$ cat config.mk
export PLATFORM = sky130hd
export DESIGN_NAME = rqch_queue
export DESIGN_NICKNAME = d
export VERILOG_FILES = /design/src/rtl/rqch_pkg.sv /design/src/rtl/rqch_queue.sv
export SDC_FILE = /design/constraint.sdc
export NUM_CORES = 1
export LEC_CHECK = 0
export BUFFER_PORTS_ARGS = -buffer_cell sky130_fd_sc_hd__buf_4
export CAP_MARGIN = 25
export CELL_PAD_IN_SITES_DETAIL_PLACEMENT = 1
export CELL_PAD_IN_SITES_GLOBAL_PLACEMENT = 2
export CORE_AREA = 2 2 249 251
export DETAILED_ROUTE_END_ITERATION = 10
export DIE_AREA = 0 0 251 253
export PLACE_DENSITY = 0.81
export SYNTH_ARGS = -nofsm -noshare
export SYNTH_HDL_FRONTEND = slang
export SYNTH_SLANG_ARGS = --single-unit
$ cat constraint.sdc
create_clock -name clk -period 35.7 [get_ports clk]
set_input_delay 7.14 -clock clk [delete_from_list [all_inputs] [get_ports clk]]
set_output_delay 7.14 -clock clk [all_outputs]
set_load 0.01 [all_outputs]
$ cat src/rtl/rqch_pkg.sv
// Shared types and constants of the ray quad closest-hit block.
package rqch_pkg;

    localparam int RQCH_MAX_FACES = 65536;
    localparam int RQCH_FRAC_BITS = 16;

    localparam int COORD_W = 32;
    localparam int EDGE_W  = 33;
    localparam int XP_W    = 67;
    localparam int ACC_W   = 104;
    localparam int DVD_W   = 128;
    localparam int OP_W    = 35;
    localparam int FACE_W  = 16;

    localparam logic [COORD_W-1:0] DIR_Z_RESET   = 32'd65536;
    localparam logic [15:0]        EPS_RESET     = 16'd1;
    localparam logic [30:0]        MAX_DIST_RESET = 31'd655360000;

    typedef enum logic [2:0] {
        REG_ORIGIN_X    = 3'd0,
        REG_ORIGIN_Y    = 3'd1,
        REG_ORIGIN_Z    = 3'd2,
        REG_DIRECTION_X = 3'd3,
        REG_DIRECTION_Y = 3'd4,
        REG_DIRECTION_Z = 3'd5,
        REG_DET_EPSILON = 3'd6,
        REG_MAX_DIST    = 3'd7
    } rqch_reg_t;

    typedef struct packed {
        logic [2:0][EDGE_W-1:0] e1;
        logic [2:0][EDGE_W-1:0] e2;
        logic [2:0][EDGE_W-1:0] tv;
        logic [FACE_W-1:0]      face;
        logic                   last;
        logic                   skip;
    } rqch_tri_t;

    typedef struct packed {
        logic [COORD_W-1:0] hit_distance;
        logic [FACE_W-1:0]  hit_face;
        logic               hit_found;
    } rqch_res_t;

endpackage

$ cat src/rtl/rqch_queue.sv
// Two-entry queue between the input stage and the intersection engine.
module rqch_queue (
    input  logic                clk,
    input  logic                rst_n,
    input  logic                push,
    input  rqch_pkg::rqch_tri_t push_data,
    output logic                full,
    input  logic                pop,
    output logic                head_valid,
    output rqch_pkg::rqch_tri_t head_data
);
    import rqch_pkg::*;

    rqch_tri_t   mem_reg [2];
    logic        wr_reg;
    logic        rd_reg;
    logic [1:0]  cnt_reg;

    assign full       = (cnt_reg == 2'd2);
    assign head_valid = (cnt_reg != 2'd0);
    assign head_data  = mem_reg[rd_reg];

    always_ff @(posedge clk or negedge rst_n)
    begin
        if (!rst_n)
        begin
            wr_reg  <= 1'b0;
            rd_reg  <= 1'b0;
            cnt_reg <= 2'd0;
        end
        else
        begin
            if (push)
            begin
                wr_reg <= !wr_reg;
            end
            if (pop)
            begin
                rd_reg <= !rd_reg;
            end
            cnt_reg <= cnt_reg + 2'(push) - 2'(pop);
        end
    end

    always_ff @(posedge clk)
    begin
        if (push)
        begin
            mem_reg[wr_reg] <= push_data;
        end
    end

endmodule

# Yosys cells after proc, flatten, opt, wreduce, memory -nomap -nowiden
# Memory sizes are Yosys's and may differ from the RTL's.
# Index checks and enable logic that the tools add are counted.
classes:
  add_sub_neg: 2
  eq_ne: 1
  n_mux: 2
  n_reduce_logical: 3
ops:
  columns: ["cell", "n"]
  rows:
  - ["adder 2 x 1 -> 2 bit", 1]
  - ["== test 2 bit, second input constant", 1]
  - ["zero test 1 bit", 2]
  - ["2-to-1 mux 1 bit", 2]
  - ["nonzero test 2 bit", 1]
  - ["subtractor 2 x 1 -> 2 bit", 1]
totals:
  reg_bits: 4
  ramBits: 630
  in_bits: 319
  out_inout_bits: 317
  n_memories: 1
memory_table:
  columns: ["name", "words", "width", "rd", "rd_ports_with_merged_regs", "write_ports", "line", "rtl"]
  rows:
  - ["mem_reg", 2, 315, 1, 0, 1, "rqch_queue.sv:14", "rqch_tri_t mem_reg [2];"]

# Longest topological paths before layout
depth:
  ltp_word: 2
  depth_mapped: 5
  mapped_depth_nobuf: 5

# Least setup slack after synthesis
# No wires, ideal clock.
synth_path:
  path_kind: "input to register"
  from: "input push"
  to: "memory mem_reg[0][0] in the netlist's numbering, enable pin"
  setup_time_ps: 1036
  t_arrival_ps: 20676
  required_time_ps: 34664
  setup_slack_ps: 13989
  path_stages: 1
  path_cell_list: "nor2b_1"
synth_between:
  elab_chain_len: 2
synth_lines:
  columns: ["element", "line", "rtl"]
  rows:
  - ["start, declared", "rqch_queue.sv:5", "input logic push,"]
  - ["2-to-1 mux 1 bit", "rqch_queue.sv:47", "if (push)"]
  - ["2-to-1 mux 1 bit (not written as such)", "rqch_queue.sv:49", "mem_reg[wr_reg] <= push_data;"]
  - ["end, declared", "rqch_queue.sv:14", null]
# No other way between the ends.

==> results.md <==
- Status: completed
- Initial antenna violation count: 9
- Area Growth Syn to Fin: 32.2%
- Worst EP required: 28.56 ns
- PostCTS Resize Cnt: 0
- Final Util: 51.8%
- Design Power: 2560 uW
- Syn avg cell area: 24.0 um2
- Crit share post-route: 31.8%
- Die height: 253 um
- Tightest Pin Transition: 1.14 ns
- CP Capture Type: output port
- Inserted Clock Buffers: 69
- MaxCap Viol Count: 0
- Commonest non-fill, non-tap cell in the layout: buf_4
- Initial DRC Count: 514
- # setup viols final: 0
- Post-detail-place hpwl: 42.5 mm
- Residual DRC count: 0
- Startpoint Class: flop
- Area of the mapped netlist: 23900 um2
- Std-Cell Rows: 91
- Vias/cell: 4.72
- IO Port Bufs: 635
- RD Place Congestion: 0.830
- Fin. max-slew vios: 0
- First-pass GRT wire length: 85.5 mm
- Max FFs per register: 630
- Tmin final: 11.36 ns
- H-Tree Depth: 3
- Area contributors post-synth: edfxtp_1 (79%), mux2_4 (15%), mux2_2 (3.5%)
- Largest area contributor in the netlist: edfxtp_1
- RSZ-0062 raised after global routing: no
- Full die area: 63500 um2
- Post-synthesis cell count: 995
- Register bit count reported by yosys: 634
- PD cells: 81.0 nW/um2
- Clk_skew: 0.0264 ns
- Routed via count: 11900
- Crit Path Class: flop to output port
- Critical path fanouts, max: 51
- Hold/Removal Path Class: flop to flop
- Num ports: 636
- Vias in the first global route: 13200
- Number of routed nets with antenna violations: 0
- VDD IR max: 0.0000600 V
- Wire per inst: 23.7 um
- GR Overflow Total: 0
- Reg clk slew, reported paths: 0.06 ns
- Leakage: 0.0125 uW
- Syn Nets: 1316
- Post-synth top area share: 79.1%
- Initial Util: 39.2%
- Setup Fix Bufs, Post-CTS: 0
- Largest net degree at the start of global routing: 123
- Worst-Skew Late Latency: 0.59 ns
- Post-cts hold buffer count: 0
- Most frequent cells in the layout: buf_4 (647), edfxtp_1 (630), mux2_4 (240)
- Tot GR Track Use: 18.3%
- Fmax: 0.0880 GHz
- Drt total wl: 59.9 mm
- CTS root buffer: clkbuf_16
- Share of layout cells above drive strength 1: 61.1%
- Fin. Hold Viols: 0
- Clock sink count: 634
- CTS tree: done
- Distinct cells, synth: 13
- Max-slew headroom: 24.0%
- Register area share after synthesis: 79.5%
- Core outline area: 61000 um2
- Layout net count: 2002
- Die width: 251 um
- First drt pass iteration count: 4
- Crit path DAT: 4.22 ns
- Ys Warns: 0
- Max Root-Sink Buffers: 3
- Setup TNS: 0 ns
-- critical path, stage by stage, from the launching register on --
cell and delay [ns]:
dfrtp_4 0.83, buf_4 0.78, buf_4 0.60, buf_4 0.75
mux2_2 0.41, buf_4 0.14
-- through the flow --
stage               worst slack [ns]  instance area, um2  hold slack (ns)  cells
floorplan                      13.99               23900            0.455    995
global placement               24.59               29400            0.528   2398
detailed placement             24.48               29400            0.550   2398
CTS                            23.84               31500            0.579   2515
global route                   24.10               31600            0.609   2522
finish                         24.34               31600            0.576   2525
-- routing by layer --
metal | global-route usage (%) | up-vias | part of all wire, % | wire length, um
met3 | 7.51 | 115 | 9.8 | 5840
li1 | - | 5359 | - | -
met2 | 32.6 | 482 | 53 | 31600
met4 | 8.42 | 2 | 3.9 | 2340
met5 | 0 | - | 0.022 | 13
met1 | 18.6 | 5961 | 33 | 20000
-- power breakdown --
part / total [uW] / switching [uW] / internal [uW]
logic: 859 / 405 / 454
clock network: 665 / 276 / 389
registers: 1040 / 47.3 / 990
total: 2560 / 728 / 1830
-- cell type report --
class / count / area, um2
multi-input cells: 324 / 4550
flip-flops and latches: 634 / 19000
repair buffers: 650 / 4920
diodes: 8 / 20.0
inverters: 2 / 7.51
fillers: 5564 / 29400
well taps: 790 / 988
clock buffers: 87 / 1820
clock inverters: 30 / 279
-- synthesized netlist by cell type (all sizes together) --
cell type	number
mux2	315
xor2	2
edfxtp	630
ha	2
xor3	1
or2	1
and2	1
inv	2
nor2b	2
dfrtp	4
buf	35
-- logic make-up after synthesis --
| group | Yosys count | synth area share, % |
|---|---|---|
| flops | 634 | 79.5 |
| buf+inv | 37 | 1.50 |
| xor+xnor | 3 | 0.173 |
| mux | 315 | 18.6 |
| fa+ha+maj | 2 | 0.105 |
| simple gates | 4 | 0.105 |
-- final timing paths --
kind | start | to | slack (ns) | cells past startpoint
worst min-delay path | wr_reg | wr_reg | 0.58 | 1
min in group asynchronous | rst_n | wr_reg | 6.35 | 1
worst max-delay path | rd_reg | head_data[314] | 24.34 | 5
max in group asynchronous | rst_n | rd_reg | 29.21 | 1
worst max register to register | wr_reg | mem_reg[0][314] | 32.38 | 3
worst min register to register | wr_reg | wr_reg | 0.58 | 1
(Power assumes the default switching activity.)
