$ cat config.mk
export PLATFORM = sky130hd
export DESIGN_NAME = rqch_front
export DESIGN_NICKNAME = d
export VERILOG_FILES = /design/src/rtl/rqch_pkg.sv /design/src/rtl/rqch_front.sv
export SDC_FILE = /design/constraint.sdc
export NUM_CORES = 1
export LEC_CHECK = 0
export ABC_AREA = 1
export BUFFER_PORTS_ARGS = -buffer_cell sky130_fd_sc_hd__buf_2
export CORE_AREA = 3 3 331 333
export CTS_CLUSTER_SIZE = 24
export DETAILED_ROUTE_END_ITERATION = 6
export DIE_AREA = 0 0 334 336
export HOLD_SLACK_MARGIN = 0.1
export PLACE_DENSITY = 0.59
export SETUP_SLACK_MARGIN = 0.5
export SLEW_MARGIN = 15
export SYNTH_ARGS = -nofsm -noshare
export SYNTH_HDL_FRONTEND = slang
export SYNTH_SLANG_ARGS = --single-unit
$ cat constraint.sdc
create_clock -name clk -period 17.2 [get_ports clk]
set_input_delay 3.44 -clock clk [delete_from_list [all_inputs] [get_ports clk]]
set_output_delay 3.44 -clock clk [all_outputs]
set_load 0.03 [all_outputs]
$ cat src/rtl/rqch_pkg.sv
// Shared types and constants of the ray quad closest-hit block.
package rqch_pkg;

    localparam int RQCH_MAX_FACES = 65536;
    localparam int RQCH_FRAC_BITS = 16;

    localparam int COORD_W = 32;
    localparam int EDGE_W  = 33;
    localparam int XP_W    = 67;
    localparam int ACC_W   = 104;
    localparam int DVD_W   = 128;
    localparam int OP_W    = 35;
    localparam int FACE_W  = 16;

    localparam logic [COORD_W-1:0] DIR_Z_RESET   = 32'd65536;
    localparam logic [15:0]        EPS_RESET     = 16'd1;
    localparam logic [30:0]        MAX_DIST_RESET = 31'd655360000;

    typedef enum logic [2:0] {
        REG_ORIGIN_X    = 3'd0,
        REG_ORIGIN_Y    = 3'd1,
        REG_ORIGIN_Z    = 3'd2,
        REG_DIRECTION_X = 3'd3,
        REG_DIRECTION_Y = 3'd4,
        REG_DIRECTION_Z = 3'd5,
        REG_DET_EPSILON = 3'd6,
        REG_MAX_DIST    = 3'd7
    } rqch_reg_t;

    typedef struct packed {
        logic [2:0][EDGE_W-1:0] e1;
        logic [2:0][EDGE_W-1:0] e2;
        logic [2:0][EDGE_W-1:0] tv;
        logic [FACE_W-1:0]      face;
        logic                   last;
        logic                   skip;
    } rqch_tri_t;

    typedef struct packed {
        logic [COORD_W-1:0] hit_distance;
        logic [FACE_W-1:0]  hit_face;
        logic               hit_found;
    } rqch_res_t;

endpackage

$ cat src/rtl/rqch_front.sv
// Input stage: accepts triangles, forms edges and flags faces out of range.
module rqch_front #(
    parameter int MAX_FACES = rqch_pkg::RQCH_MAX_FACES
) (
    input  logic                                  clk,
    input  logic                                  rst_n,
    input  logic                                  in_valid,
    output logic                                  in_ready,
    input  logic [8:0][rqch_pkg::COORD_W-1:0]     verts,
    input  logic [rqch_pkg::FACE_W-1:0]           face,
    input  logic                                  last,
    input  logic [2:0][rqch_pkg::COORD_W-1:0]     origin,
    output logic                                  push,
    input  logic                                  q_full,
    output rqch_pkg::rqch_tri_t                   push_data
);
    import rqch_pkg::*;

    logic      fv_reg;
    rqch_tri_t fd_reg;
    rqch_tri_t fd_next;

    assign push     = fv_reg && !q_full;
    assign in_ready = !fv_reg || !q_full;
    assign push_data = fd_reg;

    always_comb
    begin
        for (int i = 0; i < 3; i++)
        begin
            fd_next.e1[i] = {verts[3+i][31], verts[3+i]} - {verts[i][31], verts[i]};
            fd_next.e2[i] = {verts[6+i][31], verts[6+i]} - {verts[i][31], verts[i]};
            fd_next.tv[i] = {origin[i][31], origin[i]} - {verts[i][31], verts[i]};
        end
        fd_next.face = face;
        fd_next.last = last;
        fd_next.skip = !({1'b0, face} < (FACE_W+1)'(MAX_FACES));
    end

    always_ff @(posedge clk or negedge rst_n)
    begin
        if (!rst_n)
        begin
            fv_reg <= 1'b0;
        end
        else if (in_ready)
        begin
            fv_reg <= in_valid;
        end
    end

    always_ff @(posedge clk)
    begin
        if (in_valid && in_ready)
        begin
            fd_reg <= fd_next;
        end
    end

endmodule

Word-level counts from Yosys, hierarchy flattened
Cells that the tools add are included.
- add/sub/neg operators: 9
- reductions and logical operators: 5
- operators with widths (kind ; number):
    32-bit by 32-bit subtractor with 33-bit output ; 9
    1-bit logical AND ; 2
    1-bit logical NOT ; 2
    1-bit logical OR ; 1
- output and inout port bits: 317
- bits in registers: 315

Logic depth before layout (Yosys ltp)
Gate-level depths: netlist of run 1.
- depth in word-level cells: 3
- gate-level depth with buffers: 14

Least setup slack after synthesis of run 1
No wires, ideal clock.
- path type: input to register
- start: in in_valid
- end: reg fd_reg (netlist bit push_data[100]), enable pin
- data arrival time: 18.528 ns
- data required time: 16.106 ns
- buffers on the path: 0
- cell stages on the path: 2
- path slack: -2.421 ns
- cells stage by stage: inv_1 a21oi_1
- longest elaborated chain between the ends: 1
- RTL lines (element ; RTL line ; source):
    start, declared ; rqch_front.sv:7 ; input logic in_valid,
    1-bit logical AND ; rqch_front.sv:54 ; if (in_valid && in_ready)
    end signal, assigned ; rqch_front.sv:56 ; fd_reg <= fd_next;
    end, declared ; rqch_front.sv:20 ; rqch_tri_t fd_reg;
Every way passes these cells.
A chain may end at the register's enable or synchronous reset.

Final worst setup path of run 1
- start: in q_full
- end: out push
- longest elaborated chain between the ends: 2
- RTL lines (element ; RTL line ; source):
    start, declared ; rqch_front.sv:14 ; input logic q_full,
    1-bit logical NOT ; rqch_front.sv:23 ; assign push = fv_reg && !q_full;
    1-bit logical AND ; rqch_front.sv:23 ;
    end, declared ; rqch_front.sv:13 ; output logic push,
Every way passes these cells.

==> reports/results.txt, run 1 <==
# IOs - 722
Die Span X - 334 µm
Critical Path End Type - output port
Post-Syn Area per Cell - 6.20 µm²
first-pass GRT wire length - 190000 µm
leading area contributor after synthesis - edfxtp_1
max frequency - 0.137 GHz
commonest cells after routing, fill and taps aside - 2239 x nand2_1, 1241 x inv_1, 720 x buf_2
largest family of logic cells by synthesized area - simple AND/OR/NAND/NOR gates
delay of the slowest critical-path stage - 0.19 ns
cts bufs inserted - 43
number of H-tree levels - 2
Final nets - 6620
CP dominant cell by count - buf_2
critical path class - input port to output port
die area - 112000 µm²
complex-gate fraction of the synthesized area - 3.42%
Detailed Place HPWL - 115000 µm
later-pin clock latency in the skew report - 0.61 ns
Final min period - 7.30 ns
routability-driven placement congestion ratio - 1.01
Synth area leaders - edfxtp_1 30%, nand2_1 26%, inv_1 15%
post-synthesis mux area share - 0%
most common cell after layout, fill and taps aside - nand2_1
largest net degree at the start of global routing - 145
Worst EP arrival - 3.86 ns
RSZ-0062 raised after global routing - no
static leakage - 0.0237 µW
Worst Tran Pin Value - 1.17 ns
CTS clk-pin slew, worst paths - 0.06 ns
clk sink count - 315
top-area cell type share of the netlist area - 29.5%
Post-CTS Resized - 0
Seq. cell area - 9450 µm²
Starting DRT DRC Count - 2185
final wirelength - 132000 µm
# rows - 120
Tcrit/Tclk final - 42.4%
synthesis warning total - 0
Pre-antenna DRT Iters - 5
CP Cell Sequence - buf_2, nor2_1, buf_2
DRC - 0
Power Dens Cells - 80.6 nW/µm²
Final ANT Viol Nets - 0
register area share after synthesis - 29.6%
Via Count - 33202
layout cell share with drive strength beyond 1 - 14.5%
flop2flop setup slack - 14.04 ns
GRT Total Usage - 22.7%
final slew viol count - 0
Adder-Cell Fraction of Synth Area - 11.8%
Setup violations, final - 0
hold path cells - 2
Fin Clk Skew - 0.0212 ns
worst min path class - flop to flop
Yosys reg bits - 315
Largest register FFs - 314
GR Overflow Total - 0
CTS Buffer Depth - 3
Crit-path slowest cell - buf_2
post-CTS setup buffers - 0
FILL cells - 11716
Post-Layout Cell Count - 7367
Area Growth Syn to Fin - 21.5%
starting density of the core - 29.9%
Max-slew headroom - 21.7%
Setup TNS - 0 ns
crit start category - input port
worst reg2reg path depth - 4
CTS tree - done
unique cell type count in the Yosys netlist - 23
syn nets - 5858
Vias/cell - 4.51
WL/cell - 17.9 µm
Hold Crit Start - fv_reg
clock root cell - clkbuf_16
Die Span Y - 336 µm
maximum vdd drop - 0.0000551 V
Synth Cell Area - 31900 µm²
Simple-Gate Fraction of Synth Area - 36.7%
total core area - 107000 µm²
RR Startpoint - fv_reg
Critical Path RT - 13.76 ns
FF-to-FF End - push_data[59]
port buffer count - 720
xor/xnor cell area share of the yosys netlist - 3.70%
vias in the first global route - 31748
hold endpoint - fv_reg
Post-CTS Hold Fix Bufs - 0
initial antenna violation count - 24
placed inst area - 37300 µm²
Syn Inst Count - 5156
Hold Violations, Final - 0
status - completed
Placed Cells incl. Taps - 7276
Max Cap Viol - 0
final instance area - 38800 µm²
Final Core Density - 36.3%
crit-path max FO - 3
area of the multi-input gates - 17800 µm²
[synth_stat cells]
cell,instances
nand2_1,2239
inv_1,1241
nor2_1,370
edfxtp_1,314
ha_1,288
nand3_1,201
a21oi_1,181
xor2_1,117
nand2_2,52
nand4_1,36
and2_1,18
nor3_1,18
xnor2_1,18
a21o_1,9
fa_1,9
nand3_2,9
o21bai_1,9
or2_1,9
buf_4,7
a21oi_2,6
nor2_2,3
conb_1,1
dfrtp_1,1
[worst max path at each step]
stage                   from        endpoint  slack, ns  cells past startpoint
global placement      q_full            push       9.87                      3
CTS                   q_full            push       9.90                      3
finish                q_full            push       9.90                      3
detailed placement    q_full            push       9.90                      3
floorplan           in_valid  push_data[100]       4.70                      2
global route          q_full            push       9.88                      3
[cell families (layout without fill, tap and decap cells)]
| logic type | after synthesis | after routing |
|---|---|---|
| and+or+nand+nor | 2955 | 2955 |
| buffers and inverters | 1248 | 2043 |
| DFF | 315 | 315 |
| adders and majority gates | 297 | 297 |
| AOI/OAI and AO/OA | 205 | 205 |
| xor gates and xnor gates | 135 | 135 |
| other | 1 | 14 |
[power by group]
part           total (µW)  leakage (µW)  switching [µW]  internal (µW)
clock network         966      0.000711             391            575
logic                1160        0.0200             813            344
registers            1000       0.00301            34.7            968
[worst max-delay path: cells and delay by family]
family	cells	cell delay [ns]
buffers and inverters	2	0.32
AND/OR/NAND/NOR	1	0.09
[layout make-up]
type                            count  share of cell area [%]
Multi-Input combinational cell   3593                    45.9
Sequential cell                   315                    24.4
Inverter                         1241                    12.0
Timing Repair Buffer              724                    9.40
Tap cell                         1403                    4.52
Clock buffer                       52                    2.92
Clock inverter                     26                   0.851
Antenna cell                       13                  0.0838
[routing by layer]
layer / routed length [µm] / GRT usage, % / part of all wire [%]
met1: 53800 / 27.2 / 41
met5: 77 / 0 / 0.058
met2: 63800 / 40.2 / 48
met4: 6090 / 9.50 / 4.6
met3: 7990 / 3.77 / 6.1
[stage by stage]
step                      hold WS, ns  setup WS, ns  power [µW]
after floorplan                 0.701          4.70        1780
after global placement          0.584          9.87        2170
after detailed placement        0.576          9.90        2170
after CTS                       0.590          9.90        3160
after global routing            0.613          9.88        3310
final                           0.585          9.90        3130
(Power assumes the default switching activity.)
==> run 2, diff against run 1 <==
--- a/config.mk
+++ b/config.mk
@@ -12,7 +12,7 @@
 export DETAILED_ROUTE_END_ITERATION = 6
 export DIE_AREA = 0 0 334 336
 export HOLD_SLACK_MARGIN = 0.1
-export PLACE_DENSITY = 0.59
+export PLACE_DENSITY = 0.57
 export SETUP_SLACK_MARGIN = 0.5
 export SLEW_MARGIN = 15
 export SYNTH_ARGS = -nofsm -noshare
==> constraint.sdc (replaced) <==
create_clock -name clk -period 7.7 [get_ports clk]
set_input_delay 1.54 -clock clk [delete_from_list [all_inputs] [get_ports clk]]
set_output_delay 1.54 -clock clk [all_outputs]
set_load 0.03 [all_outputs]
==> reports/results.txt, run 2 (synthesis results as in run 1) <==
Total Power - 7070 µW
Starting DRT DRC Count - 2068
post-CTS setup buffers - 0
GRT Total Usage - 23.5%
Max Cap Viol - 0
Area Growth Syn to Fin - 21.6%
static leakage - 0.0238 µW
layout cell share with drive strength beyond 1 - 14.4%
cts bufs inserted - 45
Worst EP arrival - 1.95 ns
RSZ-0062 raised after global routing - no
Comb power frac - 36.6%
# IOs - 722
Vias/cell - 4.51
Final ANT Viol Nets - 0
Hold Crit Start - fv_reg
number of H-tree levels - 2
GR Overflow Total - 0
Post-CTS Resized - 0
Hold Violations, Final - 0
CTS Buffer Depth - 3
FILL cells - 11860
Post-Layout Cell Count - 7366
vias in the first global route - 31795
final setup margin - 4.21 ns
crit-path max FO - 3
most common cell after layout, fill and taps aside - nand2_1
Max-slew headroom - 28.8%
final slew viol count - 0
Psw - 2800 µW
Die Span X - 334 µm
final wirelength - 137000 µm
Fin Clk Skew - 0.0227 ns
Cell Int Power - 4270 µW
Seq pwr share - 31.9%
Critical Path End Type - output port
Post-CTS Hold Fix Bufs - 0
switching fraction of total power - 39.6%
clk sink count - 315
total core area - 107000 µm²
Via Count - 33202
Pre-antenna DRT Iters - 6
clock root cell - clkbuf_16
Clk pwr share - 31.5%
maximum vdd drop - 0.000127 V
routability-driven placement congestion ratio - 0.978
Die Span Y - 336 µm
worst slack at placement - 4.05 ns
critical path class - input port to output port
Detailed Place HPWL - 119000 µm
# rows - 120
Power Dens Cells - 182 nW/µm²
starting density of the core - 29.9%
Placed Cells incl. Taps - 7275
crit start category - input port
WL/cell - 18.6 µm
Worst Tran Pin Value - 1.07 ns
CTS tree - done
Final nets - 6621
RR Startpoint - fv_reg
Final min period - 3.49 ns
later-pin clock latency in the skew report - 0.64 ns
Tcrit/Tclk final - 45.3%
initial antenna violation count - 23
Setup violations, final - 0
Critical Path RT - 6.16 ns
max frequency - 0.287 GHz
DRC - 0
first-pass GRT wire length - 196000 µm
largest net degree at the start of global routing - 148
status - completed
die area - 112000 µm²
Setup TNS - 0 ns
Largest register FFs - 314
commonest cells after routing, fill and taps aside - 2239 x nand2_1, 1241 x inv_1, 720 x buf_2
CTS clk-pin slew, worst paths - 0.06 ns
worst min path class - flop to flop
Critical Path Source - q_full
port buffer count - 720
-- run 2: cell types whose count changed in the layout (fill, tap and decap cells not counted), sizes merged --
cell	before	now
diode	13	10
clkinv	14	18
buf	724	723
clkinvlp	2	1
clkbuf	52	51
bufinv	7	8
-- run 2: area by class of cell --
type	count	area, µm²	area share, %
timing repair buffer	723	3650	9.40
multi-input combinational	3593	17800	45.8
tap	1403	1760	4.52
antenna	10	25.0	0.0644
clock buffer	51	1150	2.96
inverter	1241	4660	12.0
sequential	315	9450	24.3
clock inverter	30	365	0.940
-- run 2: worst paths after layout --
kind | to | slack (ns) | cells past startpoint
worst max-delay path | push | 4.21 | 3
worst min-delay path | fv_reg | 0.58 | 2
worst max register to register | push_data[179] | 5.24 | 2
worst min register to register | fv_reg | 0.58 | 2
max in group asynchronous | fv_reg | 6.93 | 1
min in group asynchronous | fv_reg | 0.69 | 1
-- run 2: layer usage --
layer  vias to the layer above  routed length (µm)  GRT usage [%]  share of wire (%)
li1                      17037                   -              -                  -
met1                     15009               56200           28.1                 41
met2                       952               67200           42.5                 49
met3                       192                8560           4.10                6.3
met4                        12                4810           7.82                3.5
met5                         -                  75              0              0.055
-- run 2: power by group through the flow --
| stage | clock network [µW] | registers (µW) | logic, µW |
|---|---|---|---|
| 2_1_floorplan | 0 | 2610 | 1340 |
| 3_3_place_gp | 0 | 2290 | 2580 |
| 3_5_place_dp | 0 | 2280 | 2580 |
| 4_1_cts | 2310 | 2250 | 2590 |
| 5_1_grt | 2360 | 2260 | 2860 |
| 6_report | 2230 | 2250 | 2590 |
-- run 2: per-stage QoR --
step	utilization, %	cell area (µm²)	hold WS [ns]
after detailed placement	34.9	37300	0.567
after global placement	34.9	37300	0.560
after global routing	36.3	38800	0.636
final	36.3	38800	0.576
after CTS	36.3	38800	0.581
after floorplan	-	32000	0.739
-- run 2: worst max-delay path, cell delays in order --
cell	delay, ns
buf_2	0.13
nor2_1	0.09
buf_2	0.19
